<file path="src/sfr_pkg.sv">
// ----------------------------------------------------------------------------
// Serial frame receiver package
// Shared codes, constants and structs of the frame receiver.
// ----------------------------------------------------------------------------
package sfr_pkg;

    // Input transaction kinds; code 3 carries no meaning and is dropped
    typedef enum logic [1:0] {
        REQ_BYTE = 2'd0,
        REQ_TICK = 2'd1,
        REQ_SENT = 2'd2
    } req_t;

    typedef enum logic [2:0] {
        EV_NONE     = 3'd0,
        EV_IGNORED  = 3'd1,
        EV_STORED   = 3'd2,
        EV_GOOD     = 3'd3,
        EV_BAD_VER  = 3'd4,
        EV_BAD_CSUM = 3'd5,
        EV_TOO_LONG = 3'd6,
        EV_TIMEOUT  = 3'd7
    } event_t;

    // Configuration register indexes
    localparam logic [1:0] CFG_START_BYTE  = 2'd0;
    localparam logic [1:0] CFG_PROTO_MAJOR = 2'd1;
    localparam logic [1:0] CFG_PROTO_MINOR = 2'd2;
    localparam logic [1:0] CFG_TIMEOUT_MS  = 2'd3;

    localparam int CFG_INDEX_W = 2;
    localparam int CFG_DATA_W  = 16;

    // Header layout
    localparam int HEADER_BYTES = 5;
    localparam int POS_FLAGS    = 1;
    localparam int POS_MAJOR    = 2;
    localparam int POS_MINOR    = 3;
    localparam int POS_LENGTH   = 4;

    localparam int          TICK_W   = 17;
    localparam logic [16:0] TICK_MAX = 17'h1FFFF;

    typedef struct packed {
        logic [7:0]  start_byte;
        logic [7:0]  proto_major;
        logic [7:0]  proto_minor;
        logic [15:0] timeout_ms;
    } cfg_t;

    typedef struct packed {
        event_t     event_res;
        logic [7:0] data_byte;
        logic [5:0] byte_position;
        logic [7:0] frame_flags;
        logic [5:0] frame_length;
        logic       waiting_response;
        logic       response_pending;
        logic       response_timed_out;
    } res_t;

endpackage

</file>
<file path="src/sfr_channels.sv">
// ----------------------------------------------------------------------------
// Serial frame receiver channels
// Valid/ready interfaces for input items and result items.
// ----------------------------------------------------------------------------
interface sfr_item_if;
    logic       valid;
    logic       ready;
    logic [1:0] req_type;
    logic [7:0] rx_byte;

    modport source (output valid, output req_type, output rx_byte, input ready);
    modport sink   (input valid, input req_type, input rx_byte, output ready);
endinterface

interface sfr_result_if;
    logic       valid;
    logic       ready;
    logic [2:0] event_res;
    logic [7:0] data_byte;
    logic [5:0] byte_position;
    logic [7:0] frame_flags;
    logic [5:0] frame_length;
    logic       waiting_response;
    logic       response_pending;
    logic       response_timed_out;

    modport source (
        output valid, output event_res, output data_byte, output byte_position,
        output frame_flags, output frame_length, output waiting_response,
        output response_pending, output response_timed_out, input ready
    );
    modport sink (
        input valid, input event_res, input data_byte, input byte_position,
        input frame_flags, input frame_length, input waiting_response,
        input response_pending, input response_timed_out, output ready
    );
endinterface

</file>
<file path="src/sfr_cfg_regs.sv">
// ----------------------------------------------------------------------------
// Serial frame receiver configuration registers
// Write-only register file for start byte, version and timeout.
// ----------------------------------------------------------------------------
module sfr_cfg_regs (
    input  logic                               clk,
    input  logic                               rst_n,
    input  logic                               wr_en,
    input  logic [sfr_pkg::CFG_INDEX_W-1:0]    wr_index,
    input  logic [sfr_pkg::CFG_DATA_W-1:0]     wr_data,
    output sfr_pkg::cfg_t                      cfg
);

    sfr_pkg::cfg_t cfg_reg;
    sfr_pkg::cfg_t cfg_next;

    always_comb
    begin
        cfg_next = cfg_reg;
        if (wr_en)
        begin
            case (wr_index)
                sfr_pkg::CFG_START_BYTE:  cfg_next.start_byte  = wr_data[7:0];
                sfr_pkg::CFG_PROTO_MAJOR: cfg_next.proto_major = wr_data[7:0];
                sfr_pkg::CFG_PROTO_MINOR: cfg_next.proto_minor = wr_data[7:0];
                sfr_pkg::CFG_TIMEOUT_MS:  cfg_next.timeout_ms  = wr_data[15:0];
                default:                  cfg_next = cfg_reg;
            endcase
        end
    end

    always_ff @(posedge clk or negedge rst_n)
    begin
        if (!rst_n)
        begin
            cfg_reg.start_byte  <= 8'd252;
            cfg_reg.proto_major <= 8'd0;
            cfg_reg.proto_minor <= 8'd0;
            cfg_reg.timeout_ms  <= 16'd1000;
        end
        else
        begin
            cfg_reg <= cfg_next;
        end
    end

    assign cfg = cfg_reg;

endmodule

</file>
<file path="src/sfr_frame_engine.sv">
// ----------------------------------------------------------------------------
// Serial frame receiver frame engine
// Frame state registers and the one-step update for a registered item.
// ----------------------------------------------------------------------------
module sfr_frame_engine #(
    parameter int MAX_PAYLOAD = 32
) (
    input  logic          clk,
    input  logic          rst_n,
    input  logic          step_en,
    input  logic [1:0]    req_type,
    input  logic [7:0]    rx_byte,
    input  sfr_pkg::cfg_t cfg,
    output sfr_pkg::res_t res
);

    localparam int         IDX_W   = $clog2(MAX_PAYLOAD + sfr_pkg::HEADER_BYTES + 1);
    localparam int         EXT_W   = 9;
    localparam logic [7:0] MAX_LEN = 8'(MAX_PAYLOAD);

    logic [IDX_W-1:0]          idx_reg,    idx_next;
    logic [7:0]                sum_reg,    sum_next;
    logic [7:0]                flags_reg,  flags_next;
    logic [7:0]                major_reg,  major_next;
    logic [7:0]                minor_reg,  minor_next;
    logic [7:0]                length_reg, length_next;
    logic [sfr_pkg::TICK_W-1:0] idle_reg,  idle_next;
    logic [sfr_pkg::TICK_W-1:0] since_reg, since_next;
    logic                      wait_reg,    wait_next;
    logic                      pending_reg, pending_next;
    logic                      tout_reg,    tout_next;

    logic [IDX_W-1:0]           idx_base;
    logic [7:0]                 sum_base;
    logic [EXT_W-1:0]           idx_ext;
    logic [EXT_W-1:0]           csum_pos;
    logic [7:0]                 expect_sum;
    logic [sfr_pkg::TICK_W-1:0] since_inc;
    sfr_pkg::event_t            ev;
    logic [7:0]                 dbyte;
    logic [5:0]                 pos;

    always_comb
    begin
        idx_next     = idx_reg;
        sum_next     = sum_reg;
        flags_next   = flags_reg;
        major_next   = major_reg;
        minor_next   = minor_reg;
        length_next  = length_reg;
        idle_next    = idle_reg;
        since_next   = since_reg;
        wait_next    = wait_reg;
        pending_next = pending_reg;
        tout_next    = tout_reg;
        ev           = sfr_pkg::EV_NONE;
        dbyte        = 8'd0;
        pos          = 6'd0;
        idx_base     = idx_reg;
        sum_base     = sum_reg;
        idx_ext      = EXT_W'(idx_reg);
        csum_pos     = EXT_W'(sfr_pkg::HEADER_BYTES) + {1'b0, length_reg};
        expect_sum   = 8'd0;
        since_inc    = since_reg;

        case (req_type)
            sfr_pkg::REQ_TICK:
            begin
                if (idle_reg != sfr_pkg::TICK_MAX)
                    idle_next = idle_reg + 1'b1;
                if (wait_reg)
                begin
                    if (since_reg != sfr_pkg::TICK_MAX)
                        since_inc = since_reg + 1'b1;
                    since_next = since_inc;
                    if (since_inc > {1'b0, cfg.timeout_ms})
                    begin
                        wait_next = 1'b0;
                        tout_next = 1'b1;
                        ev        = sfr_pkg::EV_TIMEOUT;
                    end
                end
            end

            sfr_pkg::REQ_SENT:
            begin
                idx_next     = '0;
                sum_next     = 8'd0;
                idle_next    = '0;
                tout_next    = 1'b0;
                pending_next = 1'b0;
                since_next   = '0;
                wait_next    = 1'b1;
            end

            sfr_pkg::REQ_BYTE:
            begin
                // Drop a half-built frame after a long gap
                if (idle_reg > {1'b0, cfg.timeout_ms})
                begin
                    idx_base     = '0;
                    sum_base     = 8'd0;
                    tout_next    = 1'b0;
                    pending_next = 1'b0;
                end
                idle_next = '0;
                idx_next  = idx_base;
                sum_next  = sum_base;
                idx_ext   = EXT_W'(idx_base);

                if (idx_base == '0 && rx_byte != cfg.start_byte)
                begin
                    ev = sfr_pkg::EV_IGNORED;
                end
                else
                begin
                    dbyte = rx_byte;
                    pos   = idx_ext[5:0];
                    if (idx_ext >= EXT_W'(sfr_pkg::HEADER_BYTES) && idx_ext == csum_pos)
                    begin
                        // Checksum byte: compare, do not accumulate
                        expect_sum   = cfg.start_byte - sum_base;
                        idx_next     = '0;
                        sum_next     = 8'd0;
                        tout_next    = 1'b0;
                        pending_next = 1'b0;
                        if (rx_byte == expect_sum)
                        begin
                            wait_next    = 1'b0;
                            pending_next = 1'b1;
                            ev           = sfr_pkg::EV_GOOD;
                        end
                        else
                        begin
                            ev = sfr_pkg::EV_BAD_CSUM;
                        end
                    end
                    else
                    begin
                        sum_next = sum_base + rx_byte;
                        idx_next = idx_base + 1'b1;
                        ev       = sfr_pkg::EV_STORED;
                        case (idx_ext)
                            EXT_W'(sfr_pkg::POS_FLAGS):  flags_next  = rx_byte;
                            EXT_W'(sfr_pkg::POS_MAJOR):  major_next  = rx_byte;
                            EXT_W'(sfr_pkg::POS_MINOR):  minor_next  = rx_byte;
                            EXT_W'(sfr_pkg::POS_LENGTH): length_next = rx_byte;
                            default:                     flags_next  = flags_reg;
                        endcase
                        if (idx_ext == EXT_W'(sfr_pkg::POS_LENGTH))
                        begin
                            if (major_reg != cfg.proto_major ||
                                minor_reg != cfg.proto_minor)
                            begin
                                idx_next     = '0;
                                sum_next     = 8'd0;
                                tout_next    = 1'b0;
                                pending_next = 1'b0;
                                ev           = sfr_pkg::EV_BAD_VER;
                            end
                            else if (rx_byte > MAX_LEN)
                            begin
                                idx_next     = '0;
                                sum_next     = 8'd0;
                                tout_next    = 1'b0;
                                pending_next = 1'b0;
                                ev           = sfr_pkg::EV_TOO_LONG;
                            end
                        end
                    end
                end
            end

            default:
            begin
                ev = sfr_pkg::EV_NONE;
            end
        endcase
    end

    always_ff @(posedge clk or negedge rst_n)
    begin
        if (!rst_n)
        begin
            idx_reg     <= '0;
            sum_reg     <= 8'd0;
            flags_reg   <= 8'd0;
            major_reg   <= 8'd0;
            minor_reg   <= 8'd0;
            length_reg  <= 8'd0;
            idle_reg    <= '0;
            since_reg   <= '0;
            wait_reg    <= 1'b0;
            pending_reg <= 1'b0;
            tout_reg    <= 1'b0;
        end
        else if (step_en)
        begin
            idx_reg     <= idx_next;
            sum_reg     <= sum_next;
            flags_reg   <= flags_next;
            major_reg   <= major_next;
            minor_reg   <= minor_next;
            length_reg  <= length_next;
            idle_reg    <= idle_next;
            since_reg   <= since_next;
            wait_reg    <= wait_next;
            pending_reg <= pending_next;
            tout_reg    <= tout_next;
        end
    end

    assign res.event_res          = ev;
    assign res.data_byte          = dbyte;
    assign res.byte_position      = pos;
    assign res.frame_flags        = flags_next;
    assign res.frame_length       = length_next[5:0];
    assign res.waiting_response   = wait_next;
    assign res.response_pending   = pending_next;
    assign res.response_timed_out = tout_next;

endmodule

</file>
<file path="src/serial_frame_receiver_top.sv">
// ----------------------------------------------------------------------------
// Serial frame receiver top level
// Length-prefixed frame receiver with subtractive checksum and timeouts.
// ----------------------------------------------------------------------------
// The receiver takes one transaction per clock on the item channel: a received
// UART byte, a one-millisecond tick or a request-sent event. Each transaction
// gives exactly one result transaction, in order. An accepted item lands in the
// input register; once the result slot is free or drains, the frame engine
// updates its state and the result register captures the outcome on the
// same clock. Sustained rate is one item per cycle while the result sink
// keeps up; the item channel keeps taking items while a finished result
// waits, and stalls only when both the input and the result register are
// full and the result sink holds off. Frames are start byte, flags, version
// major, version minor, length, payload and a checksum byte equal to the
// start byte minus the sum of all earlier bytes, modulo 256. Lengths above
// MAX_PAYLOAD are reported and dropped. Write configuration only while the
// receiver is idle.
// ----------------------------------------------------------------------------
module serial_frame_receiver_top #(
    parameter int MAX_PAYLOAD = 32
) (
    input  logic                            clk,
    input  logic                            rst_n,
    input  logic                            wr_en,
    input  logic [sfr_pkg::CFG_INDEX_W-1:0] wr_index,
    input  logic [sfr_pkg::CFG_DATA_W-1:0]  wr_data,
    sfr_item_if.sink                        item,
    sfr_result_if.source                    result
);

    sfr_pkg::cfg_t cfg;
    sfr_pkg::res_t step_res;

    // Input register
    logic       in_valid_reg;
    logic [1:0] in_req_reg;
    logic [7:0] in_byte_reg;

    // Result register
    logic          out_valid_reg;
    sfr_pkg::res_t out_res_reg;

    logic advance;

    // Advance the registered item whenever the result slot is free or drains now
    assign advance    = in_valid_reg && (!out_valid_reg || result.ready);
    assign item.ready = !in_valid_reg || advance;

    sfr_cfg_regs u_cfg_regs (
        .clk      (clk),
        .rst_n    (rst_n),
        .wr_en    (wr_en),
        .wr_index (wr_index),
        .wr_data  (wr_data),
        .cfg      (cfg)
    );

    sfr_frame_engine #(
        .MAX_PAYLOAD (MAX_PAYLOAD)
    ) u_frame_engine (
        .clk      (clk),
        .rst_n    (rst_n),
        .step_en  (advance),
        .req_type (in_req_reg),
        .rx_byte  (in_byte_reg),
        .cfg      (cfg),
        .res      (step_res)
    );

    // Hold the input payload until the engine consumes it
    always_ff @(posedge clk or negedge rst_n)
    begin
        if (!rst_n)
        begin
            in_valid_reg <= 1'b0;
        end
        else if (item.ready)
        begin
            in_valid_reg <= item.valid;
        end
    end

    always_ff @(posedge clk)
    begin
        if (item.valid && item.ready)
        begin
            in_req_reg  <= item.req_type;
            in_byte_reg <= item.rx_byte;
        end
    end

    // Result slot: load on advance, drop once the sink takes it
    always_ff @(posedge clk or negedge rst_n)
    begin
        if (!rst_n)
        begin
            out_valid_reg <= 1'b0;
        end
        else if (advance)
        begin
            out_valid_reg <= 1'b1;
        end
        else if (result.ready)
        begin
            out_valid_reg <= 1'b0;
        end
    end

    always_ff @(posedge clk)
    begin
        if (advance)
        begin
            out_res_reg <= step_res;
        end
    end

    assign result.valid              = out_valid_reg;
    assign result.event_res          = out_res_reg.event_res;
    assign result.data_byte          = out_res_reg.data_byte;
    assign result.byte_position      = out_res_reg.byte_position;
    assign result.frame_flags        = out_res_reg.frame_flags;
    assign result.frame_length       = out_res_reg.frame_length;
    assign result.waiting_response   = out_res_reg.waiting_response;
    assign result.response_pending   = out_res_reg.response_pending;
    assign result.response_timed_out = out_res_reg.response_timed_out;

endmodule

</file>
<file path="src/flat_wrapper.sv">
// flat-port wrapper written by rule: the top's interface ports become plain ports
module serial_frame_receiver_top_flat 
#(
    parameter int MAX_PAYLOAD = 32
)
  (clk, rst_n, wr_en, wr_index, wr_data, item_valid, item_req_type, item_rx_byte, item_ready, result_valid, result_event_res, result_data_byte, result_byte_position, result_frame_flags, result_frame_length, result_waiting_response, result_response_pending, result_response_timed_out, result_ready);
  sfr_item_if item_i ();
  sfr_result_if result_i ();
  input  logic clk;
  input  logic rst_n;
  input  logic wr_en;
  input  logic [sfr_pkg::CFG_INDEX_W-1:0] wr_index;
  input  logic [sfr_pkg::CFG_DATA_W-1:0] wr_data;
  input wire logic [$bits(item_i.valid)-1:0] item_valid;
  input wire logic [$bits(item_i.req_type)-1:0] item_req_type;
  input wire logic [$bits(item_i.rx_byte)-1:0] item_rx_byte;
  output wire logic [$bits(item_i.ready)-1:0] item_ready;
  output wire logic [$bits(result_i.valid)-1:0] result_valid;
  output wire logic [$bits(result_i.event_res)-1:0] result_event_res;
  output wire logic [$bits(result_i.data_byte)-1:0] result_data_byte;
  output wire logic [$bits(result_i.byte_position)-1:0] result_byte_position;
  output wire logic [$bits(result_i.frame_flags)-1:0] result_frame_flags;
  output wire logic [$bits(result_i.frame_length)-1:0] result_frame_length;
  output wire logic [$bits(result_i.waiting_response)-1:0] result_waiting_response;
  output wire logic [$bits(result_i.response_pending)-1:0] result_response_pending;
  output wire logic [$bits(result_i.response_timed_out)-1:0] result_response_timed_out;
  input wire logic [$bits(result_i.ready)-1:0] result_ready;
  assign item_i.valid = item_valid;
  assign item_i.req_type = item_req_type;
  assign item_i.rx_byte = item_rx_byte;
  assign item_ready = item_i.ready;
  assign result_valid = result_i.valid;
  assign result_event_res = result_i.event_res;
  assign result_data_byte = result_i.data_byte;
  assign result_byte_position = result_i.byte_position;
  assign result_frame_flags = result_i.frame_flags;
  assign result_frame_length = result_i.frame_length;
  assign result_waiting_response = result_i.waiting_response;
  assign result_response_pending = result_i.response_pending;
  assign result_response_timed_out = result_i.response_timed_out;
  assign result_i.ready = result_ready;
  serial_frame_receiver_top #(.MAX_PAYLOAD(MAX_PAYLOAD)) u_core (.clk(clk), .rst_n(rst_n), .wr_en(wr_en), .wr_index(wr_index), .wr_data(wr_data), .item(item_i), .result(result_i));
endmodule
</file>
<file path="config.mk">
export PLATFORM = sky130hd
export DESIGN_NAME = serial_frame_receiver_top_flat
export DESIGN_NICKNAME = d
export VERILOG_FILES = /design/src/sfr_pkg.sv /design/src/sfr_channels.sv /design/src/sfr_cfg_regs.sv /design/src/sfr_frame_engine.sv /design/src/serial_frame_receiver_top.sv /design/src/flat_wrapper.sv
export SDC_FILE = /design/constraint.sdc
export NUM_CORES = 1
export LEC_CHECK = 0
export BUFFER_PORTS_ARGS = -buffer_cell sky130_fd_sc_hd__buf_2
export CORE_MARGIN = 10
export CORE_UTILIZATION = 45
export DETAILED_ROUTE_END_ITERATION = 10
export PLACE_DENSITY = 0.62
export SLEW_MARGIN = 0
export SYNTH_ARGS = -nofsm -noshare
export SYNTH_HDL_FRONTEND = slang
export SYNTH_SLANG_ARGS = --single-unit
</file>
<file path="constraint.sdc">
create_clock -name clk -period 7.8 [get_ports clk]
set_input_delay 0.39 -clock clk [delete_from_list [all_inputs] [get_ports clk]]
set_output_delay 0.39 -clock clk [all_outputs]
set_load 0.01 [all_outputs]
</file>
==> flow_metrics.py <==
metrics = {
    "status": {
        "status": "complete, no violations",
    },
    "floorplan": {
        "dieArea_um2": 27000,
        "core_um2": 20400,
        "num_rows": 52,
        "initial_core_util": 0.460,
        "io_pins": 69,
        "die_h_um": 164,
        "die_w_um": 164,
    },
    "routing": {
        "via_per_inst": 5.52,
        "via_count": 6490,
        "first_pass_iters": 5,
        "drcViolationCount": 0,
        "drtIter0Drc": 373,
        "routedWlPerCell_um": 18.9,
        "drt_wl_total_um": 22200,
        "postRouteAntennaNets": 0,
    },
    "placement": {
        "place_congestion": 0.870,
        "hpwl_um": 16000,
        "place_inst": 1144,
        "numPortBuffers": 68,
    },
    "logic_synthesis": {
        "yosysSeqAreaShare": 0.477,
        "synth_commonest_cells": "dfrtp_1 (113), mux2_2 (84), nand2_1 (60)",
        "syn_avg_cell_area_um2": 11.3,
        "synth_top_area_cell": "dfrtp_1",
        "ys_warn_count": 0,
        "netlist_instances": 826,
        "synth_edf_count": 44,
        "synth_nets": 918,
        "yosys.cell_types.count": 68,
        "syn_area_um2": 9360,
        "ys_ff_latch": 169,
        "async_flop_share": 0.740,
        "synth.most_common_cell": "dfrtp_1",
        "yosys.area.top_type_share": 0.302,
        "synth.top_cells.by_area": "dfrtp_1 (30%), edfxtp_1 (14%), mux2_2 (10%)",
        "synthFlopType": "dfrtp_1",
    },
    "sta": {
        "max_slew.worst_pin.slew_ns": 1.09,
        "layout_min_cycle_time_ns": 5.11,
        "hold_slack_ns": 0.00885,
        "timing.final.crit_share": 0.655,
        "rsz0062_at_grt": "no",
        "slew_headroom": 0.275,
        "fin_tns_setup_ns": 0,
        "max_freq_mhz": 196,
        "hold_violations": 0,
        "setup_viol": 0,
        "slew_violations": 0,
        "finClkSkew_ns": 0.0161,
    },
    "setup_path": {
        "path_max_fanout": 27,
        "reg2reg_setup_slack_ns": 2.69,
        "r2r_start": "u_core.u_cfg_regs.cfg[7]$_DFFE_PN1P_",
        "r2r-end": "u_core.u_frame_engine.idx_reg[2]$_DFFE_PN0P_",
        "timing.critical_path.to_type": "flop",
        "reg2reg_depth": 16,
        "cp-start-kind": "flop",
        "cp.required_ns": 8.12,
        "arrival_ns": 5.43,
        "critPathKind": "flop to flop",
    },
    "clock_tree": {
        "htreeDepth": 4,
        "clkTransAtPathRegs_ns": 0.08,
        "cts_tree": "done",
        "cts_setup_buffers": 0,
        "insertion_delay_ns": 0.44,
        "clockBufferDepth": 2,
        "cts-resized-gates": 0,
        "cts_made_buffers": 17,
        "ctsHoldBuffers": 0,
        "cts.sinks": 169,
        "cts-root-buf": "clkbuf_16",
    },
    "global_route": {
        "gr-usage-met1": 0.238,
        "grt_pass1_vias": 6453,
        "grt_pass1_wl_um": 35600,
        "met2_usage": 0.256,
        "busiest_layer": "met2",
        "grt_overflow": 0,
        "grt_use_met3": 0.0365,
        "antenna_found_initial": 0,
        "grt_max_degree": 74,
        "groute.usage.overall": 0.167,
    },
    "final_layout": {
        "antenna_cells": 0,
        "fillerInstances": 1815,
        "area_delta_synth_final_pct": 13.6,
        "largest_reg_flops": 40,
        "stdcell_count": 1176,
        "final_util": 0.522,
        "drive_gt1_frac": 0.237,
        "finalNetCount": 985,
    },
    "power": {
        "netSwitchingFraction": 0.336,
        "clkPwrFrac": 0.330,
        "vdd_ir_drop_max_v": 0.000165,
        "pwr-share-comb": 0.260,
        "power_mw": 2.77,
        "leakage_nw": 4.90,
        "switchingPower_mw": 0.929,
        "seq_power_share": 0.410,
        "powerDensity_nw_per_um2": 260,
        "internal_power_mw": 1.84,
    },
    "hold_path": {
        "hp-class": "input port to async pin",
    },
    "job": {
        "drv_cap": 0,
    },
}
## cell usage in the layout (no fill, tap or decap), drive strengths merged, types with 16 or more instances in the layout
cell type	instances
dfrtp	113
mux2	85
buf	74
nand2	60
ha	57
xnor2	46
edfxtp	44
nor2	42
inv	42
o21ai	39
xor2	28
nand3	26
a21oi	22
a22o	21
nand4	19
clkbuf	17
and2	17
nor3	16
## how the worst max path moves through the flow
stage	slack, ns	endpoint	depth (start not counted)	startpoint
2_1_floorplan	3.62	u_core.u_frame_engine.idx_reg[2]$_DFFE_PN0P_	18	u_core.u_cfg_regs.cfg[8]$_DFFE_PN1P_
3_3_place_gp	3.01	u_core.u_frame_engine.idx_reg[2]$_DFFE_PN0P_	16	u_core.u_cfg_regs.cfg[8]$_DFFE_PN1P_
3_5_place_dp	2.77	u_core.u_frame_engine.idx_reg[2]$_DFFE_PN0P_	16	u_core.u_cfg_regs.cfg[7]$_DFFE_PN1P_
4_1_cts	2.76	u_core.u_frame_engine.idx_reg[2]$_DFFE_PN0P_	16	u_core.u_cfg_regs.cfg[7]$_DFFE_PN1P_
5_1_grt	2.29	u_core.result.event_res[2]$_DFFE_PP_	16	u_core.u_cfg_regs.cfg[7]$_DFFE_PN1P_
6_report	2.69	u_core.u_frame_engine.idx_reg[2]$_DFFE_PN0P_	16	u_core.u_cfg_regs.cfg[7]$_DFFE_PN1P_
## critical path: stages (launching register included)
cell and delay [ns]:
dfstp_2 0.53, inv_1 0.06, ha_1 0.29, nand4_1 0.21
o221ai_1 0.13, o21ai_0 0.58, a21o_1 0.75, nand2_1 0.33
inv_1 0.17, ha_1 0.19, o21ai_0 0.08, a2111oi_0 0.44
o2111a_1 0.29, a21oi_1 0.14, o21a_1 0.29, and2b_1 0.26
a32o_1 0.27
## area by class of cell
cell class                 count  area [um2]  share of cell area
multi-input combinational    597        4660               0.439
clock buffer                  17         425              0.0400
clock inverter                15         226              0.0213
tap                          270         338              0.0318
sequential                   169        4460               0.420
timing repair buffer          74         388              0.0365
inverter                      34         128              0.0120
## cells by family after synthesis
kind of cell | after synthesis | synth area share
XOR/XNOR | 75 | 0.0716
flip-flops | 169 | 0.477
adder cells (fa/ha/maj) | 59 | 0.0804
AO/OA/AOI/OAI | 140 | 0.106
multiplexers | 85 | 0.102
AND/OR/NAND/NOR | 238 | 0.137
buffers and inverters | 60 | 0.0257
## metal layers
layer / routed length (um) / vias up / share of wire
li1: - / 3148 / -
met1: 10700 / 3189 / 0.48
met2: 10200 / 140 / 0.46
met3: 1140 / 13 / 0.051
met4: 178 / 0 / 0.0080
met5: 0 / - / 0
## stage by stage
| step | area (um2) | worst slack (ns) |
|---|---|---|
| 2_1_floorplan | 9360 | 3.62 |
| 3_3_place_gp | 9980 | 3.01 |
| 3_5_place_dp | 9980 | 2.77 |
| 4_1_cts | 10600 | 2.76 |
| 5_1_grt | 10600 | 2.29 |
| 6_report | 10600 | 2.69 |
## power by group through the flow
| stage | Combinational (mW) | Sequential (mW) | Clock, mW |
|---|---|---|---|
| floorplan | 0.546 | 1.13 | 0 |
| global placement | 0.707 | 1.15 | 0 |
| detailed placement | 0.719 | 1.15 | 0 |
| CTS | 0.723 | 1.14 | 0.929 |
| global route | 0.814 | 1.15 | 0.960 |
| finish | 0.720 | 1.14 | 0.912 |
No activity file was read; power rests on OpenSTA's default activity.
